==> config.mk <==
export PLATFORM = sky130hd
export DESIGN_NAME = rc_serial_frame_receiver
export DESIGN_NICKNAME = d
export VERILOG_FILES = /design/src/hdl/rcsfr_pkg.sv /design/src/hdl/rc_serial_frame_receiver.sv /design/src/hdl/rcsfr_ram.sv /design/src/hdl/rcsfr_sequencer.sv /design/src/hdl/rcsfr_datapath.sv
export SDC_FILE = /design/constraint.sdc
export NUM_CORES = 1
export LEC_CHECK = 0
export BUFFER_PORTS_ARGS = -buffer_cell sky130_fd_sc_hd__buf_2
export CORE_MARGIN = 2
export CORE_UTILIZATION = 50
export CTS_BUF_LIST = sky130_fd_sc_hd__clkbuf_4 sky130_fd_sc_hd__clkbuf_8 sky130_fd_sc_hd__clkbuf_16
export CTS_CLUSTER_DIAMETER = 120
export DETAILED_ROUTE_END_ITERATION = 7
export PLACE_DENSITY = 0.79
export SYNTH_ARGS = -nofsm -noshare
export SYNTH_HDL_FRONTEND = slang
export SYNTH_SLANG_ARGS = --single-unit
==> constraint.sdc <==
create_clock -name clock -period 4.6 [get_ports clock]
set_input_delay 0.46 -clock clock [delete_from_list [all_inputs] [get_ports clock]]
set_output_delay 0.46 -clock clock [all_outputs]
set_load 0.01 [all_outputs]
==> src/hdl/rcsfr_pkg.sv <==
package rcsfr_pkg;

   localparam int unsigned BYTE_W      = 8;
   localparam int unsigned WORD_W      = 16;
   localparam int unsigned POS_W       = 5;
   localparam int unsigned CHAN_W      = 4;
   localparam int unsigned FRAME_WORDS = 16;
   localparam int unsigned WADDR_W     = 4;
   localparam int unsigned STEP_W      = 2;
   localparam int unsigned RSP_DATA_W  = 24;

   localparam logic [POS_W-1:0]  POS_LAST   = 5'd31;
   localparam logic [POS_W-1:0]  SUM_LEN    = 5'd30;
   localparam logic [WORD_W-1:0] SUM_INIT   = 16'hFFFF;
   localparam logic [BYTE_W-1:0] HDR0_RESET = 8'h20;
   localparam logic [BYTE_W-1:0] HDR1_RESET = 8'h40;

   typedef enum logic {
      CSR_HEADER_FIRST  = 1'b0,
      CSR_HEADER_SECOND = 1'b1
   } csr_index_type;

   typedef enum logic [1:0] {
      COND_ALWAYS    = 2'd0,
      COND_FRAME_OK  = 2'd1,
      COND_RSP_FREE  = 2'd2,
      COND_CHAN_LAST = 2'd3
   } cond_type;

   typedef enum logic [STEP_W-1:0] {
      STEP_RX    = 2'd0,
      STEP_WAIT  = 2'd1,
      STEP_LOAD  = 2'd2,
      STEP_SPARE = 2'd3
   } step_type;

   typedef struct packed {
      logic req_ready;
      logic chan_init;
      logic rsp_load;
   } ctl_type;

   typedef struct packed {
      logic frame_ok;
      logic rsp_free;
      logic chan_last;
   } status_type;

   typedef struct packed {
      ctl_type  ctl;
      cond_type cond;
      step_type target_true;
      step_type target_false;
   } ucode_type;

   // Control store: one word per step.
   function automatic ucode_type ucode_rom(input step_type step);
      ucode_type w;
      w = '{ctl: '0, cond: COND_ALWAYS, target_true: STEP_RX, target_false: STEP_RX};
      case (step)
         STEP_RX: begin
            w.ctl.req_ready = 1'b1;
            w.ctl.chan_init = 1'b1;
            w.cond          = COND_FRAME_OK;
            w.target_true   = STEP_WAIT;
            w.target_false  = STEP_RX;
         end
         STEP_WAIT: begin
            w.cond         = COND_RSP_FREE;
            w.target_true  = STEP_LOAD;
            w.target_false = STEP_WAIT;
         end
         STEP_LOAD: begin
            w.ctl.rsp_load = 1'b1;
            w.cond         = COND_CHAN_LAST;
            w.target_true  = STEP_RX;
            w.target_false = STEP_WAIT;
         end
         default: begin
            w.cond = COND_ALWAYS;
         end
      endcase
      return w;
   endfunction

endpackage

==> src/hdl/rc_serial_frame_receiver.sv <==
// Serial radio-control frame receiver, 14-channel 32-byte frames.
// req_*: one received byte per item; ready while the block is hunting or
//   collecting a frame, one byte per cycle.
// rsp_*: one item per channel word of a frame whose checksum matches,
//   channels 1..CHANNEL_COUNT in order, tlast on the final channel.
// csr_*: index 0 = header_first, index 1 = header_second; always ready.
// A frame is two header bytes, 28 channel bytes and a little-endian
// checksum equal to 0xFFFF minus bytes 0..29. A bad second header byte or
// a checksum mismatch restarts the hunt without output.
// Readout: once the last byte of a good frame is accepted, each channel passes
// through the wait step (wait on the output register) and then the load step
// (load it from the word store); req_tready is low for the whole readout.
// A stalled rsp side holds the readout in its wait step; the last channel
// can sit in the output register while the next frame's bytes come in.
// Reset restores the header defaults (0x20, 0x40) and the hunt state.
module rc_serial_frame_receiver #(
   parameter int unsigned CHANNEL_COUNT = 14
) (
   input  logic        clock,
   input  logic        reset,
   input  logic        req_tvalid,
   output logic        req_tready,
   input  logic [7:0]  req_tdata,   // [7:0] rx_byte
   output logic        rsp_tvalid,
   input  logic        rsp_tready,
   output logic [23:0] rsp_tdata,   // [3:0] channel_number, [19:4] channel_value, zero
   output logic        rsp_tlast,   // last_channel
   input  logic        csr_tvalid,
   output logic        csr_tready,
   input  logic        csr_index,
   input  logic [7:0]  csr_wdata
);

   rcsfr_pkg::ctl_type    ctl;
   rcsfr_pkg::status_type status;

   rcsfr_sequencer u_seq (
      .clock (clock),
      .reset (reset),
      .status(status),
      .ctl   (ctl)
   );

   rcsfr_datapath #(
      .CHANNEL_COUNT(CHANNEL_COUNT)
   ) u_dp (
      .clock     (clock),
      .reset     (reset),
      .ctl       (ctl),
      .status    (status),
      .req_tvalid(req_tvalid),
      .req_tdata (req_tdata),
      .csr_tvalid(csr_tvalid),
      .csr_index (csr_index),
      .csr_wdata (csr_wdata),
      .rsp_tvalid(rsp_tvalid),
      .rsp_tready(rsp_tready),
      .rsp_tdata (rsp_tdata),
      .rsp_tlast (rsp_tlast)
   );

   assign req_tready = ctl.req_ready;
   assign csr_tready = 1'b1;

endmodule

==> src/hdl/rcsfr_ram.sv <==
module rcsfr_ram #(
   parameter int unsigned WIDTH = 16,
   parameter int unsigned DEPTH = 16
) (
   input  logic                     clock,
   input  logic                     wr_en,
   input  logic [$clog2(DEPTH)-1:0] wr_addr,
   input  logic [WIDTH-1:0]         wr_data,
   input  logic [$clog2(DEPTH)-1:0] rd_addr,
   output logic [WIDTH-1:0]         rd_data
);

   logic [WIDTH-1:0] mem_ff [DEPTH];
   logic [WIDTH-1:0] rd_data_ff;

   always_ff @(posedge clock) begin
      if (wr_en) begin
         mem_ff[wr_addr] <= wr_data;
      end
      rd_data_ff <= mem_ff[rd_addr];
   end

   assign rd_data = rd_data_ff;

endmodule

==> src/hdl/rcsfr_sequencer.sv <==
module rcsfr_sequencer (
   input  logic                clock,
   input  logic                reset,
   input  rcsfr_pkg::status_type status,
   output rcsfr_pkg::ctl_type    ctl
);

   rcsfr_pkg::step_type  step_ff;
   rcsfr_pkg::step_type  step_in;
   rcsfr_pkg::ucode_type uword;
   logic                 cond_hit;

   assign uword = rcsfr_pkg::ucode_rom(step_ff);
   assign ctl   = uword.ctl;

   always_comb begin
      case (uword.cond)
         rcsfr_pkg::COND_ALWAYS:    cond_hit = 1'b1;
         rcsfr_pkg::COND_FRAME_OK:  cond_hit = status.frame_ok;
         rcsfr_pkg::COND_RSP_FREE:  cond_hit = status.rsp_free;
         rcsfr_pkg::COND_CHAN_LAST: cond_hit = status.chan_last;
         default:                   cond_hit = 1'b1;
      endcase
      step_in = cond_hit ? uword.target_true : uword.target_false;
   end

   always_ff @(posedge clock) begin
      if (reset) begin
         step_ff <= rcsfr_pkg::STEP_RX;
      end else begin
         step_ff <= step_in;
      end
   end

endmodule

==> src/hdl/rcsfr_datapath.sv <==
module rcsfr_datapath #(
   parameter int unsigned CHANNEL_COUNT = 14
) (
   input  logic                                clock,
   input  logic                                reset,
   input  rcsfr_pkg::ctl_type                  ctl,
   output rcsfr_pkg::status_type               status,
   input  logic                                req_tvalid,
   input  logic [rcsfr_pkg::BYTE_W-1:0]        req_tdata,
   input  logic                                csr_tvalid,
   input  logic                                csr_index,
   input  logic [rcsfr_pkg::BYTE_W-1:0]        csr_wdata,
   output logic                                rsp_tvalid,
   input  logic                                rsp_tready,
   output logic [rcsfr_pkg::RSP_DATA_W-1:0]    rsp_tdata,
   output logic                                rsp_tlast
);

   localparam logic [rcsfr_pkg::CHAN_W-1:0] CHAN_LAST = rcsfr_pkg::CHAN_W'(CHANNEL_COUNT);

   logic [rcsfr_pkg::BYTE_W-1:0] hdr0_ff, hdr1_ff;
   logic [rcsfr_pkg::POS_W-1:0]  pos_ff, pos_in;
   logic [rcsfr_pkg::WORD_W-1:0] sum_ff, sum_in;
   logic [rcsfr_pkg::BYTE_W-1:0] lo_ff;
   logic [rcsfr_pkg::CHAN_W-1:0] chan_ff;
   logic                         rsp_valid_ff;
   logic [rcsfr_pkg::CHAN_W-1:0] rsp_num_ff;
   logic [rcsfr_pkg::WORD_W-1:0] rsp_value_ff;
   logic                         rsp_last_ff;
   logic [rcsfr_pkg::WORD_W-1:0] ram_rdata;

   logic rx_fire, hunt_drop, hdr_bad, take, frame_end;

   assign rx_fire   = req_tvalid && ctl.req_ready;
   assign hunt_drop = (pos_ff == '0) && (req_tdata != hdr0_ff);
   assign hdr_bad   = (pos_ff == rcsfr_pkg::POS_W'(1)) && (req_tdata != hdr1_ff);
   assign take      = rx_fire && !hunt_drop && !hdr_bad;
   assign frame_end = take && (pos_ff == rcsfr_pkg::POS_LAST);

   assign status.frame_ok  = frame_end && ({req_tdata, lo_ff} == sum_ff);
   assign status.rsp_free  = !rsp_valid_ff || rsp_tready;
   assign status.chan_last = (chan_ff == CHAN_LAST);

   always_comb begin
      pos_in = pos_ff;
      sum_in = sum_ff;
      if (rx_fire && hdr_bad) begin
         pos_in = '0;
         sum_in = rcsfr_pkg::SUM_INIT;
      end else if (frame_end) begin
         pos_in = '0;
         sum_in = rcsfr_pkg::SUM_INIT;
      end else if (take) begin
         pos_in = pos_ff + rcsfr_pkg::POS_W'(1);
         if (pos_ff < rcsfr_pkg::SUM_LEN) begin
            sum_in = sum_ff - {{(rcsfr_pkg::WORD_W-rcsfr_pkg::BYTE_W){1'b0}}, req_tdata};
         end
      end
   end

   // Bytes pair into little-endian words; word k holds channel k.
   rcsfr_ram #(
      .WIDTH(rcsfr_pkg::WORD_W),
      .DEPTH(rcsfr_pkg::FRAME_WORDS)
   ) u_store (
      .clock  (clock),
      .wr_en  (take && pos_ff[0]),
      .wr_addr(pos_ff[rcsfr_pkg::POS_W-1:1]),
      .wr_data({req_tdata, lo_ff}),
      .rd_addr(chan_ff),
      .rd_data(ram_rdata)
   );

   always_ff @(posedge clock) begin
      if (reset) begin
         hdr0_ff      <= rcsfr_pkg::HDR0_RESET;
         hdr1_ff      <= rcsfr_pkg::HDR1_RESET;
         pos_ff       <= '0;
         sum_ff       <= rcsfr_pkg::SUM_INIT;
         chan_ff      <= rcsfr_pkg::CHAN_W'(1);
         rsp_valid_ff <= 1'b0;
      end else begin
         if (csr_tvalid) begin
            case (rcsfr_pkg::csr_index_type'(csr_index))
               rcsfr_pkg::CSR_HEADER_FIRST:  hdr0_ff <= csr_wdata;
               rcsfr_pkg::CSR_HEADER_SECOND: hdr1_ff <= csr_wdata;
               default: ;
            endcase
         end
         pos_ff <= pos_in;
         sum_ff <= sum_in;
         if (ctl.chan_init) begin
            chan_ff <= rcsfr_pkg::CHAN_W'(1);
         end else if (ctl.rsp_load) begin
            chan_ff <= chan_ff + rcsfr_pkg::CHAN_W'(1);
         end
         if (ctl.rsp_load) begin
            rsp_valid_ff <= 1'b1;
         end else if (rsp_tready) begin
            rsp_valid_ff <= 1'b0;
         end
      end
   end

   always_ff @(posedge clock) begin
      if (take && !pos_ff[0]) begin
         lo_ff <= req_tdata;
      end
      if (ctl.rsp_load) begin
         rsp_num_ff   <= chan_ff;
         rsp_value_ff <= ram_rdata;
         rsp_last_ff  <= status.chan_last;
      end
   end

   assign rsp_tvalid = rsp_valid_ff;
   assign rsp_tlast  = rsp_last_ff;
   assign rsp_tdata  = {{(rcsfr_pkg::RSP_DATA_W-rcsfr_pkg::WORD_W-rcsfr_pkg::CHAN_W){1'b0}},
                        rsp_value_ff, rsp_num_ff};

endmodule

======== After elaboration in Yosys (flattened, before gate mapping) ========
Memories as Yosys holds them, arrays and structs flattened. A register that Yosys moved wholly into a read port is not among the register bits.
Cells that the tools add are included.
W data, S select, Z words.
storage, ports and cells
  memories kept ........................... 1
  bits in registers ....................... 73
  RAM bits ................................ 256
  word-level logic and storage cells ...... 62
  output and inout bits ................... 28
  bits of input ports ..................... 22
operators by class
  $add $sub $neg .......................... 3
  reductions and logical operators ........ 24
  equal/unequal tests ..................... 11
  multiplexer cells ....................... 10
  bitwise logic cells ..................... 1
  $lt $le $gt $ge ......................... 1
memory list
  memory               words  bits a word  rd ports  clocked after Yosys merged registers in  write ports  line             RTL
  u_dp.u_store.mem_ff  16     16           1         1                                        1            rcsfr_ram.sv:13  logic [WIDTH-1:0] mem_ff [DEPTH];
operators by type and width
  operator               count
  $eq A16 B16 Y1         1
  $ne A8 B8 Y1           2
  $sub A16 B8 Y16        1
  $pmux W4 S3            1
  $logic_and A1 B1 Y1    10
  $eq A2 B2 Y1 const B   3
  $pmux W2 S3            1
  $reduce_and A2 Y1      3
  $add A5 B1 Y5 const B  1
  $eq A5 B1 Y1 const B   1
  $eq A5 B5 Y1 const B   1
  $logic_not A5 Y1       1
  $lt A5 B5 Y1 const B   1
  $mux W1                5
  $add A4 B1 Y4 const B  1
  $eq A2 B1 Y1 const B   2
  $eq A4 B4 Y1 const B   1
  $logic_not A1 Y1       4
  $logic_not A2 Y1       2
  $mux W2                2
  $pmux W1 S4            1
  $reduce_or A3 Y1       1
  $reduce_bool A2 Y1     1
  $reduce_or A2 Y1       1
  other kinds (2)        2

======== Depth between registers and ports, before layout ========
  depth in word-level cells ............... 9
  depth in mapped cells ................... 9
  mapped depth without buffers ............ 9

======== Hierarchy ========
A second synthesis with hierarchy kept.
second synthesis, totals
  cells, all modules ...................... 782
  area, all modules ....................... 13638.1 sq um
modules (own cells, without submodules)
  module                    area each (sq um)  cells each  times used  sequential area each (sq um)
  rcsfr_ram                 10043.4            432         1           8007.7
  rcsfr_datapath            3374.5             328         1           1711.6
  rcsfr_sequencer           209.0              20          1           40.0
  rc_serial_frame_receiver  11.3               2           1           0.0

======== Least setup slack after synthesis ========
No wires, ideal clock.
  kind .................................... register -> register
  start point ............................. reg u_dp.pos_ff[1] (netlist name)
  end point ............................... mem u_dp.u_store.mem_ff[0][0] (enable)
  required time ........................... 4.191 ns
  cell stages (with the launch flop) ...... 8
  data arrival time ....................... 3.117 ns
  path slack .............................. 1.073 ns
  buffers on the path ..................... 1
  period minus slack after synthesis ...... 3.527 ns
  setup time .............................. 0.409 ns
  cell sequence ........................... dfxtp_1 clkbuf_1 inv_1 ha_1 o211a_1 or3_2 or4_4 nor3_1
between the ends
  longest elaborated chain between the ends .. 8
  elaborated cells on any way between the ends .. 11
  classes of those cells .................. eq/ne (1); mux (2); reduce/logical (8)
RTL lines
  element                           line                  RTL
  start: declaration                rcsfr_datapath.sv:22  logic [rcsfr_pkg::POS_W-1:0] pos_ff, pos_in;
  start signal: assignment          rcsfr_datapath.sv:90  pos_ff <= pos_in;
  $logic_not A5 Y1                  rcsfr_datapath.sv:35  assign hunt_drop = (pos_ff == '0) && (req_tdata != hdr0_ff);
  $logic_and A1 B1 Y1               rcsfr_datapath.sv:35
  $logic_not A1 Y1                  rcsfr_datapath.sv:37  assign take = rx_fire && !hunt_drop && !hdr_bad;
  $logic_and A1 B1 Y1 (2 in a row)  rcsfr_datapath.sv:37
  $logic_and A1 B1 Y1               rcsfr_datapath.sv:67  .wr_en (take && pos_ff[0]),
  $mux W1                           rcsfr_ram.sv:17       if (wr_en) begin
  $mux W1 (implied by the code)     rcsfr_ram.sv:18       mem_ff[wr_addr] <= wr_data;
  end: declaration                  rcsfr_ram.sv:13
Parallel ways exist; a longest one is shown, timed or not.

======== Worst setup path after layout ========
  start point ............................. reg u_dp.pos_ff[1] (netlist name)
  end point ............................... mem u_dp.u_store.mem_ff[0][9] (enable)
Same word-level chain as after synthesis.

==> flow_summary.html <==
<table>
<tr><th>Metric</th><th>Value</th></tr>
<tr><th colspan="2">Global route</th></tr>
<tr><td>Wire length of the first global-routing pass</td><td>44200 um</td></tr>
<tr><td>Via count of the first global-routing pass</td><td>7147</td></tr>
<tr><td>GRT Residual Overflow</td><td>0</td></tr>
<tr><td>Number of antenna violations at the first check in global routing</td><td>0</td></tr>
<tr><td>Total global-route track usage</td><td>21.1%</td></tr>
<tr><td>Largest net degree at the start of global routing</td><td>32</td></tr>
<tr><th colspan="2">Yosys</th></tr>
<tr><td>Async set-reset flop share out of synthesis</td><td>0%</td></tr>
<tr><td>Share of synthesized area occupied by flip-flops and latches</td><td>71.8%</td></tr>
<tr><td>Number of distinct library cells after synthesis</td><td>55</td></tr>
<tr><td>Leading register cell type out of synthesis</td><td>sky130_fd_sc_hd__edfxtp_1</td></tr>
<tr><td>Mean instance size in the synthesized netlist</td><td>18.2 um2</td></tr>
<tr><td>Count of warnings emitted by yosys</td><td>0</td></tr>
<tr><td>Total standard cell area after synthesis</td><td>13600 um2</td></tr>
<tr><td>Number of storage elements in the synthesis netlist</td><td>345</td></tr>
<tr><td>Number of instances in the synthesized netlist</td><td>748</td></tr>
<tr><td>Number of flops mapped to enable cells by yosys</td><td>285</td></tr>
<tr><th colspan="2">Placement</th></tr>
<tr><td>Detailed placer's ending HPWL</td><td>16600 um</td></tr>
<tr><td>Cell total after placement</td><td>1125</td></tr>
<tr><td>Count of buffers inserted at the top-level ports</td><td>44</td></tr>
<tr><td>Routability Congestion</td><td>0.823</td></tr>
<tr><td>Dpl ws</td><td>1.23 ns</td></tr>
<tr><th colspan="2">Timing</th></tr>
<tr><td>Hold violation count in the final report</td><td>0</td></tr>
<tr><td>Max Slew Vio Count</td><td>0</td></tr>
<tr><td>Finish-stage setup viols</td><td>0</td></tr>
<tr><td>Share of the cycle needed by the critical path after routing</td><td>65.8%</td></tr>
<tr><td>Maximum clock rate</td><td>330 MHz</td></tr>
<tr><td>Worst-case headroom to the max-slew limit</td><td>23.6%</td></tr>
<tr><td>Transition time at the pin with the least slew margin</td><td>1.15 ns</td></tr>
<tr><td>Worst path setup slack after routing</td><td>1.57 ns</td></tr>
<tr><td>Unrepaired setup endpoints after global routing</td><td>no</td></tr>
<tr><td>Fin Clk Skew</td><td>0.0174 ns</td></tr>
<tr><td>Sum of negative setup slack</td><td>0 ns</td></tr>
<tr><td>Minimum clock period</td><td>3.03 ns</td></tr>
<tr><th colspan="2">Clock tree</th></tr>
<tr><td>Setup bufs post-CTS</td><td>0</td></tr>
<tr><td>Clock buffer count from CTS</td><td>35</td></tr>
<tr><td>Post_cts resized</td><td>0</td></tr>
<tr><td>Post-cts hold buffer count</td><td>0</td></tr>
<tr><td>Clock tree from TritonCTS</td><td>yes</td></tr>
<tr><td>Clock input transition at the sequential cells of the worst setup and hold paths</td><td>0.06 ns</td></tr>
<tr><td>Clock tree root driver cell</td><td>sky130_fd_sc_hd__clkbuf_16</td></tr>
<tr><td>Maximum level of the CTS H-tree</td><td>2</td></tr>
<tr><td>Clock latency on the worst-skew pair</td><td>0.53 ns</td></tr>
<tr><td>CTS Buffer Depth</td><td>3</td></tr>
<tr><td>Clk sinks</td><td>345</td></tr>
<tr><th colspan="2">Detailed routing</th></tr>
<tr><td>Routed length on met3</td><td>1980 um</td></tr>
<tr><td>Top metal layer carrying routed signals</td><td>met4</td></tr>
<tr><td>Number of DRC markers after the initial detailed-route iteration</td><td>708</td></tr>
<tr><td>Final routed DRC violation total</td><td>1</td></tr>
<tr><td>Met2 WL</td><td>14600 um</td></tr>
<tr><td>Number of vias after detailed routing</td><td>7130</td></tr>
<tr><td>Final WL</td><td>28900 um</td></tr>
<tr><td>Via-to-Cell Ratio</td><td>6.00</td></tr>
<tr><td>Wirelength per Cell</td><td>24.3 um</td></tr>
<tr><td>First-pass iteration count of the detailed router</td><td>8</td></tr>
<tr><td>DRT antenna net count</td><td>0</td></tr>
<tr><td>Detailed-routing wirelength on met1</td><td>11700 um</td></tr>
<tr><th colspan="2">Critical path</th></tr>
<tr><td>Worst Path Buf+Inv</td><td>2</td></tr>
<tr><td>Critical path data arrival time</td><td>3.23 ns</td></tr>
<tr><td>Peak fanout along the critical path</td><td>16</td></tr>
<tr><td>Slowest CP cell</td><td>sky130_fd_sc_hd__or3_2</td></tr>
<tr><td>Worst-case register-to-register setup slack</td><td>1.57 ns</td></tr>
<tr><td>Setup crit end kind</td><td>flop</td></tr>
<tr><td>Ordered cell list for the critical path</td><td>inv_1 &gt; ha_1 &gt; o211a_1 &gt; or3_2 &gt; or4_4 &gt; nor3_2 &gt; buf_4</td></tr>
<tr><td>Worst setup SP type</td><td>flop</td></tr>
<tr><td>Required time reported for the critical path endpoint</td><td>4.80 ns</td></tr>
<tr><td>Cell family contributing the most delay on the critical path</td><td>simple AND/OR/NAND/NOR gates</td></tr>
<tr><td>Critical path class</td><td>reg2reg</td></tr>
<tr><td>Max incr delay on CP</td><td>0.62 ns</td></tr>
<tr><th colspan="2">Min path</th></tr>
<tr><td>Hold Crit Class</td><td>in2reg</td></tr>
<tr><th colspan="2">Floorplan</th></tr>
<tr><td>Die Wd</td><td>169 um</td></tr>
<tr><td>Area enclosed by the die boundary</td><td>28500 um2</td></tr>
<tr><td>Initial Utilization</td><td>50.7%</td></tr>
<tr><td>I/O pin count</td><td>50</td></tr>
<tr><td>Core Rows</td><td>60</td></tr>
<tr><td>Overall die height</td><td>169 um</td></tr>
<tr><td>Std-Cell Core Area</td><td>26800 um2</td></tr>
<tr><th colspan="2">Layout</th></tr>
<tr><td>Area Overhead vs Synth</td><td>13.4%</td></tr>
<tr><td>Number of inserted diodes</td><td>0</td></tr>
<tr><td># nets final</td><td>864</td></tr>
<tr><td>Leading cell type in the layout, fill and taps excluded</td><td>sky130_fd_sc_hd__edfxtp_1</td></tr>
<tr><td>Commonest non-fill, non-tap cells in the layout</td><td>sky130_fd_sc_hd__edfxtp_1 (285), sky130_fd_sc_hd__mux4_2 (80), sky130_fd_sc_hd__dfxtp_1 (58)</td></tr>
<tr><td>Final cell count without fillers</td><td>1189</td></tr>
<tr><td>Layout cell share with drive strength beyond 1</td><td>26.4%</td></tr>
<tr><td>Number of inserted filler cells in the final layout</td><td>1944</td></tr>
<tr><th colspan="2">Run status</th></tr>
<tr><td>Violations in the final reports</td><td>design-rule violations</td></tr>
<tr><td>Run status</td><td>complete, but fails checks</td></tr>
<tr><th colspan="2">Power</th></tr>
<tr><td>Power per Cell Area</td><td>403 nW/um2</td></tr>
<tr><td>VDD IR max</td><td>281 uV</td></tr>
<tr><td>Static power due to leakage</td><td>5.12 nW</td></tr>
<tr><th colspan="2">Run</th></tr>
<tr><td>Maximum capacitance violations</td><td>0</td></tr>
</table>
==> worst paths after layout <==
kind | start | depth (start not counted) | end
setup reg to reg | u_dp.pos_ff[1]$_SDFFE_PP0N_ | 7 | u_dp.u_store.mem_ff[0][9]$_DFFE_PP_
hold reg to reg | u_dp.u_store.rd_data[1]$_DFF_P_ | 0 | u_dp.rsp_value_ff[1]$_DFFE_PP_
setup / recovery | u_dp.pos_ff[1]$_SDFFE_PP0N_ | 7 | u_dp.u_store.mem_ff[0][9]$_DFFE_PP_
hold / removal | csr_wdata[0] | 3 | u_dp.hdr0_ff[0]$_SDFFE_PP0P_
==> cell usage after synthesis, types with 4 or more instances <==
master                     count  area, um2
sky130_fd_sc_hd__o21ai_0      17       85.1
sky130_fd_sc_hd__mux4_2       80       1800
sky130_fd_sc_hd__dfxtp_1      60       1200
sky130_fd_sc_hd__inv_1        19       71.3
sky130_fd_sc_hd__clkbuf_1     24       90.1
sky130_fd_sc_hd__nor2_1       20       75.1
sky130_fd_sc_hd__nand2_1      41        154
sky130_fd_sc_hd__xor2_1       16        140
sky130_fd_sc_hd__nor3_1        8       40.0
sky130_fd_sc_hd__or4_1         4       30.0
sky130_fd_sc_hd__o311ai_0      4       35.0
sky130_fd_sc_hd__edfxtp_1    285       8560
sky130_fd_sc_hd__nand2b_1      7       43.8
sky130_fd_sc_hd__nand4_1       8       50.1
sky130_fd_sc_hd__or3_1         4       25.0
sky130_fd_sc_hd__a21oi_1      21        105
sky130_fd_sc_hd__nand3_1      17       85.1
sky130_fd_sc_hd__buf_4         5       37.5
sky130_fd_sc_hd__nor4_1        7       43.8
sky130_fd_sc_hd__xnor2_1      24        210
sky130_fd_sc_hd__ha_1         20        250
sky130_fd_sc_hd__o211ai_1      6       45.0
==> where the power goes <==
part | internal [mW] | switching, mW | leakage [nW]
Sequential | 3.36 | 0.00731 | 3.06
Combinational | 0.0371 | 0.0769 | 1.51
Clock | 1.59 | 1.14 | 0.556
==> tightest hold or removal path, delay by kind of cell <==
family	cells	cell delay, ns
buf+inv	1	0.10
simple gates	1	0.05
compound gates	1	0.05
==> sequential cells by signal (all words and copies together), names as in the netlist <==
name                  flops
u_seq.step_ff             2
u_dp.chan_ff              4
u_dp.pos_ff               5
u_dp.rsp_tvalid           1
u_dp.rsp_tlast            1
u_dp.u_store.mem_ff     256
u_dp.u_store.rd_data     16
u_dp.rsp_value_ff        16
u_dp.hdr0_ff              8
u_dp.lo_ff                8
u_dp.sum_ff              16
u_dp.hdr1_ff              8
u_dp.rsp_num_ff           4
==> through the flow <==
step	hold slack, ns	total power, mW	instance area (um2)	util [%]
CTS	0.172	6.26	15400	57.5
global placement	0.386	3.54	14300	53.4
finish	0.194	6.21	15400	57.5
global route	0.187	6.39	15400	57.5
floorplan	0.386	3.50	13600	-
detailed placement	0.389	3.55	14300	53.4
==> routing by layer <==
metal,up-vias,global-route usage (%)
met5,-,0
met4,0,5.81
met3,44,3.69
met2,303,35.7
met1,3666,28.5
li1,3117,-
==> layout make-up <==
type	instances	area [um2]	share of cell area [%]
well taps	341	427	2.77
flip-flops and latches	345	9760	63.3
repair buffers	70	415	2.69
clock inverters	16	114	0.738
multi-input cells	350	3630	23.5
inverters	19	71.3	0.462
clock buffers	48	1000	6.51
==> cells by family after synthesis <==
group | Yosys count | synth area share, %
AND/OR/NAND/NOR | 136 | 5.26
AO/OA/AOI/OAI | 67 | 3.12
other | 2 | 0.0552
XOR/XNOR | 40 | 2.58
adder cells (fa/ha/maj) | 21 | 1.99
multiplexers | 81 | 13.3
flip-flops | 345 | 71.8
buffers and inverters | 56 | 1.89
Note: power is estimated with default switching activity, not from simulation.
